--- src/hdl/ohb_pkg.sv ---
// Package for the overwriting ring history buffer.
// Holds the command type, function codes and field widths shared by the modules that import it.
// No dependencies.
`default_nettype none

package ohb_pkg;

    // Default ring geometry.
    localparam int DEF_DEPTH        = 64;
    localparam int DEF_ELEMENT_BITS = 32;
    localparam int MAX_ELEMENT_BITS = 64;

    // Field widths fixed by the stream format.
    localparam int FUNC_W   = 2;
    localparam int DATA_W   = 32;
    localparam int COUNT_W  = 7;
    localparam int S_TDATA_W = 40;
    localparam int M_TDATA_W = 40;

    // Command queue between the front and back parts; a power of two.
    localparam int QUEUE_DEPTH = 2;

    // Function codes carried on the input tuser.
    localparam logic [FUNC_W-1:0] FUNC_WRITE = 2'd0;
    localparam logic [FUNC_W-1:0] FUNC_READ  = 2'd1;
    localparam logic [FUNC_W-1:0] FUNC_CLEAR = 2'd2;

    typedef enum logic [1:0] {
        OP_WRITE,
        OP_READ,
        OP_CLEAR,
        OP_NOP
    } op_t;

    typedef struct packed {
        op_t                op;
        logic [DATA_W-1:0]  entry_data;
        logic [COUNT_W-1:0] read_count;
    } cmd_t;

    typedef enum logic {
        B_IDLE,
        B_READ
    } back_state_t;

endpackage

`default_nettype wire

--- src/hdl/ohb_ram.sv ---
// Generic simple dual-port RAM with one write port and a registered read port.
// The read register only updates when a read is enabled. No dependencies.
`default_nettype none

module ohb_ram #(
    parameter int WIDTH = 32,
    parameter int DEPTH = 64
) (
    input  wire logic                     aclk,
    input  wire logic                     wr_en,
    input  wire logic [$clog2(DEPTH)-1:0] wr_addr,
    input  wire logic [WIDTH-1:0]         wr_data,
    input  wire logic                     rd_en,
    input  wire logic [$clog2(DEPTH)-1:0] rd_addr,
    output logic      [WIDTH-1:0]         rd_data
);

    logic [WIDTH-1:0] mem [DEPTH];

    always_ff @(posedge aclk) begin
        if (wr_en) begin
            mem[wr_addr] <= wr_data;
        end
        if (rd_en) begin
            rd_data <= mem[rd_addr];
        end
    end

endmodule

`default_nettype wire

--- src/hdl/ohb_front.sv ---
// Front part: decodes the function code of each accepted item into a command
// and holds it in a short queue for the back part. Depends on ohb_pkg.
`default_nettype none

module ohb_front
    import ohb_pkg::*;
(
    input  wire logic               aclk,
    input  wire logic               aresetn,
    input  wire logic               s_valid,
    output logic                    s_ready,
    input  wire logic [FUNC_W-1:0]  func,
    input  wire logic [DATA_W-1:0]  entry_data,
    input  wire logic [COUNT_W-1:0] read_count,
    output logic                    cmd_valid,
    output cmd_t                    cmd,
    input  wire logic               cmd_pop
);

    localparam int PTR_W  = $clog2(QUEUE_DEPTH);
    localparam int USED_W = $clog2(QUEUE_DEPTH + 1);

    cmd_t              queue_reg [QUEUE_DEPTH];
    logic [PTR_W-1:0]  wr_ptr_reg, wr_ptr_next;
    logic [PTR_W-1:0]  rd_ptr_reg, rd_ptr_next;
    logic [USED_W-1:0] used_reg, used_next;
    cmd_t              new_cmd;
    logic              push;
    logic              pop;

    always_comb begin
        new_cmd.entry_data = entry_data;
        new_cmd.read_count = read_count;
        case (func)
            FUNC_WRITE: new_cmd.op = OP_WRITE;
            FUNC_READ:  new_cmd.op = OP_READ;
            FUNC_CLEAR: new_cmd.op = OP_CLEAR;
            default:    new_cmd.op = OP_NOP;
        endcase
    end

    assign s_ready   = (used_reg != USED_W'(QUEUE_DEPTH));
    assign cmd_valid = (used_reg != '0);
    assign cmd       = queue_reg[rd_ptr_reg];
    assign push      = s_valid && s_ready;
    assign pop       = cmd_pop && cmd_valid;

    always_comb begin
        wr_ptr_next = push ? wr_ptr_reg + PTR_W'(1) : wr_ptr_reg;
        rd_ptr_next = pop ? rd_ptr_reg + PTR_W'(1) : rd_ptr_reg;
        used_next   = used_reg + USED_W'(push) - USED_W'(pop);
    end

    always_ff @(posedge aclk) begin
        if (!aresetn) begin
            wr_ptr_reg <= '0;
            rd_ptr_reg <= '0;
            used_reg   <= '0;
        end else begin
            wr_ptr_reg <= wr_ptr_next;
            rd_ptr_reg <= rd_ptr_next;
            used_reg   <= used_next;
        end
    end

    always_ff @(posedge aclk) begin
        if (push) begin
            queue_reg[wr_ptr_reg] <= new_cmd;
        end
    end

endmodule

`default_nettype wire

--- src/hdl/ohb_back.sv ---
// Back part: owns the ring state and storage, carries out queued commands
// and drives the result register. Depends on ohb_pkg and ohb_ram.
`default_nettype none

module ohb_back
    import ohb_pkg::*;
#(
    parameter int DEPTH        = DEF_DEPTH,
    parameter int ELEMENT_BITS = DEF_ELEMENT_BITS
) (
    input  wire logic               aclk,
    input  wire logic               aresetn,
    input  wire logic               cfg_wr_en,
    input  wire logic [COUNT_W-1:0] cfg_wr_data,
    input  wire logic               cmd_valid,
    input  wire cmd_t               cmd,
    output logic                    cmd_pop,
    output logic                    m_valid,
    input  wire logic               m_ready,
    output logic [DATA_W-1:0]       out_data,
    output logic                    has_data,
    output logic                    out_last,
    output logic [COUNT_W-1:0]      fill_count
);

    localparam int HEAD_W = $clog2(DEPTH);
    localparam int CNT_W  = $clog2(DEPTH + 1);

    back_state_t state_reg, state_next;
    logic [HEAD_W-1:0] head_reg, head_next;
    logic [CNT_W-1:0]  count_reg, count_next;
    logic [CNT_W-1:0]  cap_reg, cap_next;
    logic [HEAD_W-1:0] slot_reg, slot_next;
    logic [CNT_W-1:0]  remain_reg, remain_next;
    logic              pend_reg, pend_next;
    logic              pend_last_reg, pend_last_next;
    logic              out_valid_reg, out_valid_next;
    logic [DATA_W-1:0]  out_data_reg, out_data_next;
    logic               out_has_reg, out_has_next;
    logic               out_last_reg, out_last_next;
    logic [COUNT_W-1:0] out_fill_reg, out_fill_next;

    logic                        ram_wr_en;
    logic                        ram_rd_en;
    logic [ELEMENT_BITS-1:0]     ram_wr_data;
    logic [ELEMENT_BITS-1:0]     ram_rd_data;
    logic [MAX_ELEMENT_BITS-1:0] entry_wide;
    logic [MAX_ELEMENT_BITS-1:0] rd_wide;

    logic              out_free;
    logic              status_ok;
    logic              issue_ok;
    logic              status_emit;
    logic [CNT_W-1:0]  status_fill;
    logic [CNT_W-1:0]  eff_count;
    logic              cap_ok;

    assign entry_wide  = MAX_ELEMENT_BITS'(cmd.entry_data);
    assign ram_wr_data = entry_wide[ELEMENT_BITS-1:0];
    assign rd_wide     = MAX_ELEMENT_BITS'(ram_rd_data);

    ohb_ram #(
        .WIDTH (ELEMENT_BITS),
        .DEPTH (DEPTH)
    ) u_ram (
        .aclk    (aclk),
        .wr_en   (ram_wr_en),
        .wr_addr (head_reg),
        .wr_data (ram_wr_data),
        .rd_en   (ram_rd_en),
        .rd_addr (slot_reg),
        .rd_data (ram_rd_data)
    );

    assign out_free  = !out_valid_reg || m_ready;
    assign status_ok = !pend_reg && out_free;
    assign issue_ok  = !pend_reg || out_free;

    // A count of zero, or any count beyond the fill, reads everything stored.
    always_comb begin
        if (cmd.read_count == '0 || cmd.read_count > COUNT_W'(count_reg)) begin
            eff_count = count_reg;
        end else begin
            eff_count = CNT_W'(cmd.read_count);
        end
    end

    assign cap_ok = (cfg_wr_data != '0) && (cfg_wr_data <= COUNT_W'(DEPTH));

    always_comb begin
        state_next = state_reg;
        case (state_reg)
            B_IDLE: begin
                if (cmd_valid && cmd.op == OP_READ && eff_count != '0) begin
                    state_next = B_READ;
                end
            end
            B_READ: begin
                if (issue_ok && remain_reg == CNT_W'(1)) begin
                    state_next = B_IDLE;
                end
            end
            default: state_next = B_IDLE;
        endcase
    end

    always_comb begin
        head_next      = head_reg;
        count_next     = count_reg;
        cap_next       = cap_reg;
        slot_next      = slot_reg;
        remain_next    = remain_reg;
        pend_next      = pend_reg;
        pend_last_next = pend_last_reg;
        out_valid_next = out_valid_reg && !m_ready;
        out_data_next  = out_data_reg;
        out_has_next   = out_has_reg;
        out_last_next  = out_last_reg;
        out_fill_next  = out_fill_reg;
        cmd_pop        = 1'b0;
        ram_wr_en      = 1'b0;
        ram_rd_en      = 1'b0;
        status_emit    = 1'b0;
        status_fill    = count_reg;

        // Read data waiting at the RAM output moves into the result register.
        if (pend_reg && out_free) begin
            out_valid_next = 1'b1;
            out_data_next  = rd_wide[DATA_W-1:0];
            out_has_next   = 1'b1;
            out_last_next  = pend_last_reg;
            out_fill_next  = COUNT_W'(count_reg);
            pend_next      = 1'b0;
        end

        case (state_reg)
            B_IDLE: begin
                if (cmd_valid) begin
                    case (cmd.op)
                        OP_WRITE: begin
                            if (status_ok) begin
                                ram_wr_en = 1'b1;
                                if (CNT_W'(head_reg) + CNT_W'(1) == cap_reg) begin
                                    head_next = '0;
                                end else begin
                                    head_next = head_reg + HEAD_W'(1);
                                end
                                if (count_reg < cap_reg) begin
                                    count_next = count_reg + CNT_W'(1);
                                end
                                status_emit = 1'b1;
                                status_fill = count_next;
                                cmd_pop     = 1'b1;
                            end
                        end
                        OP_CLEAR: begin
                            if (status_ok) begin
                                head_next   = '0;
                                count_next  = '0;
                                status_emit = 1'b1;
                                status_fill = '0;
                                cmd_pop     = 1'b1;
                            end
                        end
                        OP_READ: begin
                            if (eff_count == '0) begin
                                if (status_ok) begin
                                    status_emit = 1'b1;
                                    cmd_pop     = 1'b1;
                                end
                            end else begin
                                // Oldest entry is at the head once the ring has wrapped.
                                slot_next   = (count_reg < cap_reg) ? '0 : head_reg;
                                remain_next = eff_count;
                                cmd_pop     = 1'b1;
                            end
                        end
                        default: begin
                            if (status_ok) begin
                                status_emit = 1'b1;
                                cmd_pop     = 1'b1;
                            end
                        end
                    endcase
                end
            end
            B_READ: begin
                if (issue_ok) begin
                    ram_rd_en      = 1'b1;
                    pend_next      = 1'b1;
                    pend_last_next = (remain_reg == CNT_W'(1));
                    remain_next    = remain_reg - CNT_W'(1);
                    if (CNT_W'(slot_reg) + CNT_W'(1) >= cap_reg) begin
                        slot_next = '0;
                    end else begin
                        slot_next = slot_reg + HEAD_W'(1);
                    end
                end
            end
            default: begin
            end
        endcase

        if (status_emit) begin
            out_valid_next = 1'b1;
            out_data_next  = '0;
            out_has_next   = 1'b0;
            out_last_next  = 1'b1;
            out_fill_next  = COUNT_W'(status_fill);
        end

        // Capacity writes must come only while idle, which the block does not enforce; a valid one empties the ring.
        if (cfg_wr_en && cap_ok) begin
            cap_next   = CNT_W'(cfg_wr_data);
            head_next  = '0;
            count_next = '0;
        end
    end

    always_ff @(posedge aclk) begin
        if (!aresetn) begin
            state_reg     <= B_IDLE;
            head_reg      <= '0;
            count_reg     <= '0;
            cap_reg       <= CNT_W'(DEPTH);
            slot_reg      <= '0;
            remain_reg    <= '0;
            pend_reg      <= 1'b0;
            pend_last_reg <= 1'b0;
            out_valid_reg <= 1'b0;
        end else begin
            state_reg     <= state_next;
            head_reg      <= head_next;
            count_reg     <= count_next;
            cap_reg       <= cap_next;
            slot_reg      <= slot_next;
            remain_reg    <= remain_next;
            pend_reg      <= pend_next;
            pend_last_reg <= pend_last_next;
            out_valid_reg <= out_valid_next;
        end
    end

    always_ff @(posedge aclk) begin
        out_data_reg <= out_data_next;
        out_has_reg  <= out_has_next;
        out_last_reg <= out_last_next;
        out_fill_reg <= out_fill_next;
    end

    assign m_valid    = out_valid_reg;
    assign out_data   = out_data_reg;
    assign has_data   = out_has_reg;
    assign out_last   = out_last_reg;
    assign fill_count = out_fill_reg;

    // The fill never exceeds the capacity and the head stays inside it.
    assert property (@(posedge aclk) disable iff (!aresetn) count_reg <= cap_reg)
        else $error("fill count above capacity");
    assert property (@(posedge aclk) disable iff (!aresetn)
        CNT_W'(head_reg) < cap_reg)
        else $error("head slot outside capacity");
    // While reading, at least one entry is still to be fetched.
    assert property (@(posedge aclk) disable iff (!aresetn)
        (state_reg == B_READ) |-> (remain_reg != '0))
        else $error("read sequencer running with nothing left");
    // An issued RAM read leaves data waiting for the result register.
    assert property (@(posedge aclk) disable iff (!aresetn)
        ram_rd_en |=> pend_reg)
        else $error("issued read lost");
    // A stalled read result is never dropped by a status result.
    assert property (@(posedge aclk) disable iff (!aresetn)
        (pend_reg && !out_free) |=> pend_reg)
        else $error("pending read data overwritten");

endmodule

`default_nettype wire

--- src/hdl/overwrite_ring_history_buffer.sv ---
// Top level of the overwriting ring history buffer: front decode and queue,
// back execution unit with the ring RAM. Depends on ohb_pkg, ohb_front, ohb_back.
//
//  Channel   Direction  Content (low bit first)
//  s_axis    in         tuser: func; tdata: entry_data, read_count, pad
//  m_axis    out        tuser: has_data; tlast: last; tdata: out_data, fill_count, pad
//  cfg       in         cfg_wr_data: capacity_in_use, taken when cfg_wr_en is high
//
// A write, clear or unused code is carried out by the back part straight from idle, so
// writes stream at one per cycle while the result register is free. A read first sets
// up its start slot and count, then issues one RAM read per entry; the single read port
// of the ring RAM sets the rate of one entry per cycle unless m_axis_tready stalls.
// Reset is synchronous and active low; it empties the ring and sets the capacity to
// DEPTH. The ring RAM is not cleared, as only written slots are ever read.
// The input and result sides stall on their own: a two-entry command queue lets
// items be accepted while the result register waits on m_axis_tready.
`default_nettype none

module overwrite_ring_history_buffer
    import ohb_pkg::*;
#(
    parameter int DEPTH        = DEF_DEPTH,
    parameter int ELEMENT_BITS = DEF_ELEMENT_BITS
) (
    input  wire logic                 aclk,
    input  wire logic                 aresetn,
    // Capacity register write port.
    input  wire logic                 cfg_wr_en,
    input  wire logic [COUNT_W-1:0]   cfg_wr_data,
    // Input items.
    input  wire logic                 s_axis_tvalid,
    output logic                      s_axis_tready,
    input  wire logic [S_TDATA_W-1:0] s_axis_tdata,  // entry_data[31:0], read_count[38:32]
    input  wire logic [FUNC_W-1:0]    s_axis_tuser,  // func[1:0]
    // Result items.
    output logic                      m_axis_tvalid,
    input  wire logic                 m_axis_tready,
    output logic [M_TDATA_W-1:0]      m_axis_tdata,  // out_data[31:0], fill_count[38:32]
    output logic [0:0]                m_axis_tuser,  // has_data[0]
    output logic                      m_axis_tlast
);

    cmd_t               cmd;
    logic               cmd_valid;
    logic               cmd_pop;
    logic [DATA_W-1:0]  out_data;
    logic               has_data;
    logic [COUNT_W-1:0] fill_count;

    // The front part only decodes and queues; it never looks at ring state.
    ohb_front u_front (
        .aclk       (aclk),
        .aresetn    (aresetn),
        .s_valid    (s_axis_tvalid),
        .s_ready    (s_axis_tready),
        .func       (s_axis_tuser),
        .entry_data (s_axis_tdata[DATA_W-1:0]),
        .read_count (s_axis_tdata[DATA_W+COUNT_W-1:DATA_W]),
        .cmd_valid  (cmd_valid),
        .cmd        (cmd),
        .cmd_pop    (cmd_pop)
    );

    // The back part holds head, fill count, capacity and the ring storage.
    ohb_back #(
        .DEPTH        (DEPTH),
        .ELEMENT_BITS (ELEMENT_BITS)
    ) u_back (
        .aclk        (aclk),
        .aresetn     (aresetn),
        .cfg_wr_en   (cfg_wr_en),
        .cfg_wr_data (cfg_wr_data),
        .cmd_valid   (cmd_valid),
        .cmd         (cmd),
        .cmd_pop     (cmd_pop),
        .m_valid     (m_axis_tvalid),
        .m_ready     (m_axis_tready),
        .out_data    (out_data),
        .has_data    (has_data),
        .out_last    (m_axis_tlast),
        .fill_count  (fill_count)
    );

    // Pack the result fields; the top bit is padding to a whole byte.
    assign m_axis_tdata = {{(M_TDATA_W - DATA_W - COUNT_W){1'b0}}, fill_count, out_data};
    assign m_axis_tuser = has_data;

endmodule

`default_nettype wire

--- config.mk ---
export PLATFORM = sky130hd
export DESIGN_NAME = overwrite_ring_history_buffer
export DESIGN_NICKNAME = d
export VERILOG_FILES = /design/src/hdl/ohb_pkg.sv /design/src/hdl/ohb_ram.sv /design/src/hdl/ohb_front.sv /design/src/hdl/ohb_back.sv /design/src/hdl/overwrite_ring_history_buffer.sv
export SDC_FILE = /design/constraint.sdc
export NUM_CORES = 2
export LEC_CHECK = 0
export BUFFER_PORTS_ARGS = -buffer_cell sky130_fd_sc_hd__buf_2
export CORE_ASPECT_RATIO = 1.5
export CORE_MARGIN = 4
export CORE_UTILIZATION = 35
export CTS_CLUSTER_DIAMETER = 150
export DETAILED_ROUTE_END_ITERATION = 8
export GPL_TIMING_DRIVEN = 0
export PLACE_DENSITY = 0.47
export SLEW_MARGIN = 20
export SYNTH_ARGS = -nofsm -noshare
export SYNTH_HDL_FRONTEND = slang
export SYNTH_HIERARCHICAL = 1
export SYNTH_SLANG_ARGS = --single-unit
--- constraint.sdc ---
create_clock -name aclk -period 5.97 [get_ports aclk]
set_clock_uncertainty 0.2 [all_clocks]
set_input_delay 1.194 -clock aclk [delete_from_list [all_inputs] [get_ports aclk]]
set_output_delay 1.194 -clock aclk [all_outputs]
set_load 0.01 [all_outputs]
==> results.toml <==
[run_status]
status = "finished, final reports clean"

[critical_path]
start_kind = "flip-flop"
path_cells = "buf_2, buf_2, buf_2, clkbuf_1, buf_2, mux2i_1, a21oi_1, a21oi_1, nor2_1"
slowest_delay_ns = 0.96
r2r_slack_ns = 0.15
path_max_fanout = 10
critPathTopFamily = "buffers and inverters"
crit_arrival_ns = 6.14
worstSetupPathType = "flip-flop to flip-flop"
crit_path_end_kind = "flip-flop"
required_ns = 6.29
cp_slowest_cell = "clkbuf_1"
crit_top_cell = "buf_2"
path_buf_inv = 5

[logic_synthesis]
ys.flop_type = "edfxtp_1"
yosys_warnings = 6
async_reset_ff_frac = 0
synth.cell_area_um2 = 86300
synth.ff_latch_count = 2245
seq_area_frac_synth = 0.773
synth_area_per_cell_um2 = 21.7
synth_cells = 3981
syn_nets = 4061
synth_edf_count = 2169
yosysUniqueCellTypes = 74

[drt]
wl_per_cell_um = 38.4
initialDrtViolationCount = 5891
drt_pass1_iterations = 7
antenna_left = 0
drt_drc_violations_left = 0
vias = 45480
routed_wl_um = 303000
vias_per_cell = 5.76

[place]
dp_cells = 7517
place_hpwl_um = 209000
place.gp.congestion = 0.883
port_buffers = 93

[sta]
timing.hold.ws_ns = 0.254
fin_crit_sh = 0.975
tightest_slew_ns = 1.24
final-setup-viol-count = 0
hold_violations = 0
slew_headroom = 0.176
rsz0062_at_grt = "false"
fmax_mhz = 172
finalSetupTns_ns = 0
fin_crit_ns = 5.82
slew_violations = 0

[layout]
nets = 4551
drive_above_1_share = 0.295
syn_to_final_growth_pct = 18.3
largest_reg_flops = 2048
final_cells = 7899

[global_routing]
use_met3 = 0.0399
antenna_found_initial = 16
grt.busiest_layer = "met2"
grt_max_degree = 65
overflow = 0
grt_pass1_vias = 45245
use_met1 = 0.296
grt_use_total = 0.236
grt_pass1_wl_um = 405000
use_met2 = 0.403

[die]
start_util = 0.351
dieArea_um2 = 255000
coreArea_um2 = 246000
die_w_um = 413
ios = 98
fp.dieH_um = 616
num_rows = 223

[clock_tree]
insertion_delay_ns = 0.87
hold_buffers = 0
cts_buffers = 214
h-tree-depth = 4
cts_resized = 0
post_cts_buffers = 0
cts_tree = "built"
clk_path_buf_depth = 4
clkTransAtPathRegs_ns = 0.07
root_buffer = "clkbuf_16"
numClockSinks = 2245

[pwr]
p_per_area_nw_per_um2 = 382
ir_drop_uv = 266
p_total_mw = 38.9
total_leakage_power_nw = 31.1

[min_path]
hold_path.class = "flip-flop to flip-flop"

[run]
maxCapViolCount = 0
layout make-up:
class | count | area (um2)
diodes | 6 | 15.0
clock inverters | 100 | 893
flip-flops and latches | 2245 | 66700
inverters | 24 | 92.6
clock buffers | 276 | 5690
well taps | 3262 | 4080
repair buffers | 274 | 4460
fillers | 21509 | 143000
multi-input cells | 1502 | 19100
plain buffers | 210 | 1080
power by group:
| part | switching [mW] | internal, mW |
|---|---|---|
| Clock | 5.95 | 7.38 |
| Sequential | 0.116 | 18.8 |
| Combinational | 4.64 | 2.09 |
| Total | 10.7 | 28.2 |
cell usage in the layout, fill, tap and decap left out, types with 22 or more instances in the layout:
cell	Yosys	routed
edfxtp_1	2169	2169
mux4_2	544	544
clkbuf_16	0	217
buf_2	62	161
clkbuf_1	90	123
nand2_1	123	123
a21oi_1	117	117
mux2i_1	107	107
nor2_1	168	106
buf_12	0	89
o22ai_1	87	87
dfxtp_1	76	76
buf_16	0	74
nor2_4	0	62
buf_4	27	37
clkinv_1	0	36
clkinv_2	0	34
mux2_4	0	32
o221ai_1	28	28
ha_1	26	26
inv_1	24	22
clkbuf_2	0	22
final timing paths:
| kind | start | end | cells after the start |
|---|---|---|---|
| max | u_back/slot_reg[1]$_SDFFE_PN0P_ | u_back/u_ram/rd_data[16]$_DFFE_PP_ | 9 |
| min | u_back/out_data[18]$_SDFFE_PP0P_ | u_back/out_data[18]$_SDFFE_PP0P_ | 2 |
| max reg2reg | u_back/slot_reg[1]$_SDFFE_PN0P_ | u_back/u_ram/rd_data[16]$_DFFE_PP_ | 9 |
| min reg2reg | u_back/out_data[18]$_SDFFE_PP0P_ | u_back/out_data[18]$_SDFFE_PP0P_ | 2 |
through the flow:
step / utilization / setup slack (ns) / area (um2)
global route: 0.416 / 0.304 / 102000
finish: 0.416 / 0.151 / 102000
detailed placement: 0.389 / 0.250 / 95500
CTS: 0.416 / 0.225 / 102000
floorplan: - / 0.405 / 86300
global placement: 0.370 / -5.41 / 90800
cells by family (layout without fill, tap and decap cells):
family,count (synthesis),after routing,share of synthesized area
flops,2245,2245,0.773
fa+ha+maj,26,26,0.00377
xor+xnor,14,14,0.00142
buf+inv,234,884,0.0131
mux,694,694,0.160
compound gates,336,336,0.0255
simple gates,431,431,0.0236
other cells,1,7,0.0000435
cell usage after synthesis (11+ instances only):
| cell | count | area share |
|---|---|---|
| o221ai_1 | 28 | 0.0028 |
| mux4_2 | 544 | 0.14 |
| nand2_1 | 123 | 0.0054 |
| inv_1 | 24 | 0.0010 |
| ha_1 | 26 | 0.0038 |
| a22oi_1 | 14 | 0.0012 |
| o21ai_0 | 15 | 0.00087 |
| nand2b_1 | 16 | 0.0012 |
| a21oi_1 | 117 | 0.0068 |
| clkbuf_1 | 90 | 0.0039 |
| nor2b_1 | 21 | 0.0015 |
| nor2_1 | 168 | 0.0073 |
| nand3_1 | 21 | 0.0012 |
| o22ai_1 | 87 | 0.0063 |
| edfxtp_1 | 2169 | 0.75 |
| mux2i_1 | 107 | 0.012 |
| xnor2_1 | 11 | 0.0011 |
| mux2_2 | 40 | 0.0052 |
| buf_1 | 21 | 0.00091 |
| buf_2 | 62 | 0.0036 |
| buf_4 | 27 | 0.0023 |
| dfxtp_1 | 76 | 0.018 |
routing by layer:
metal | share of wire | vias up
met3 | 0.069 | 545
met5 | 0.000066 | -
met4 | 0.051 | 4
met1 | 0.38 | 25195
li1 | - | 17691
met2 | 0.50 | 2045
worst reg2reg max path, stage by stage (launching register included):
cell and delay [ns]:
dfxtp_1 0.38, buf_2 0.35, buf_2 0.54, buf_2 0.54, clkbuf_1 0.97, buf_2 0.53, mux2i_1 0.58, a21oi_1 0.42
a21oi_1 0.64, nor2_1 0.34
Power figures use the tool's default switching activity.
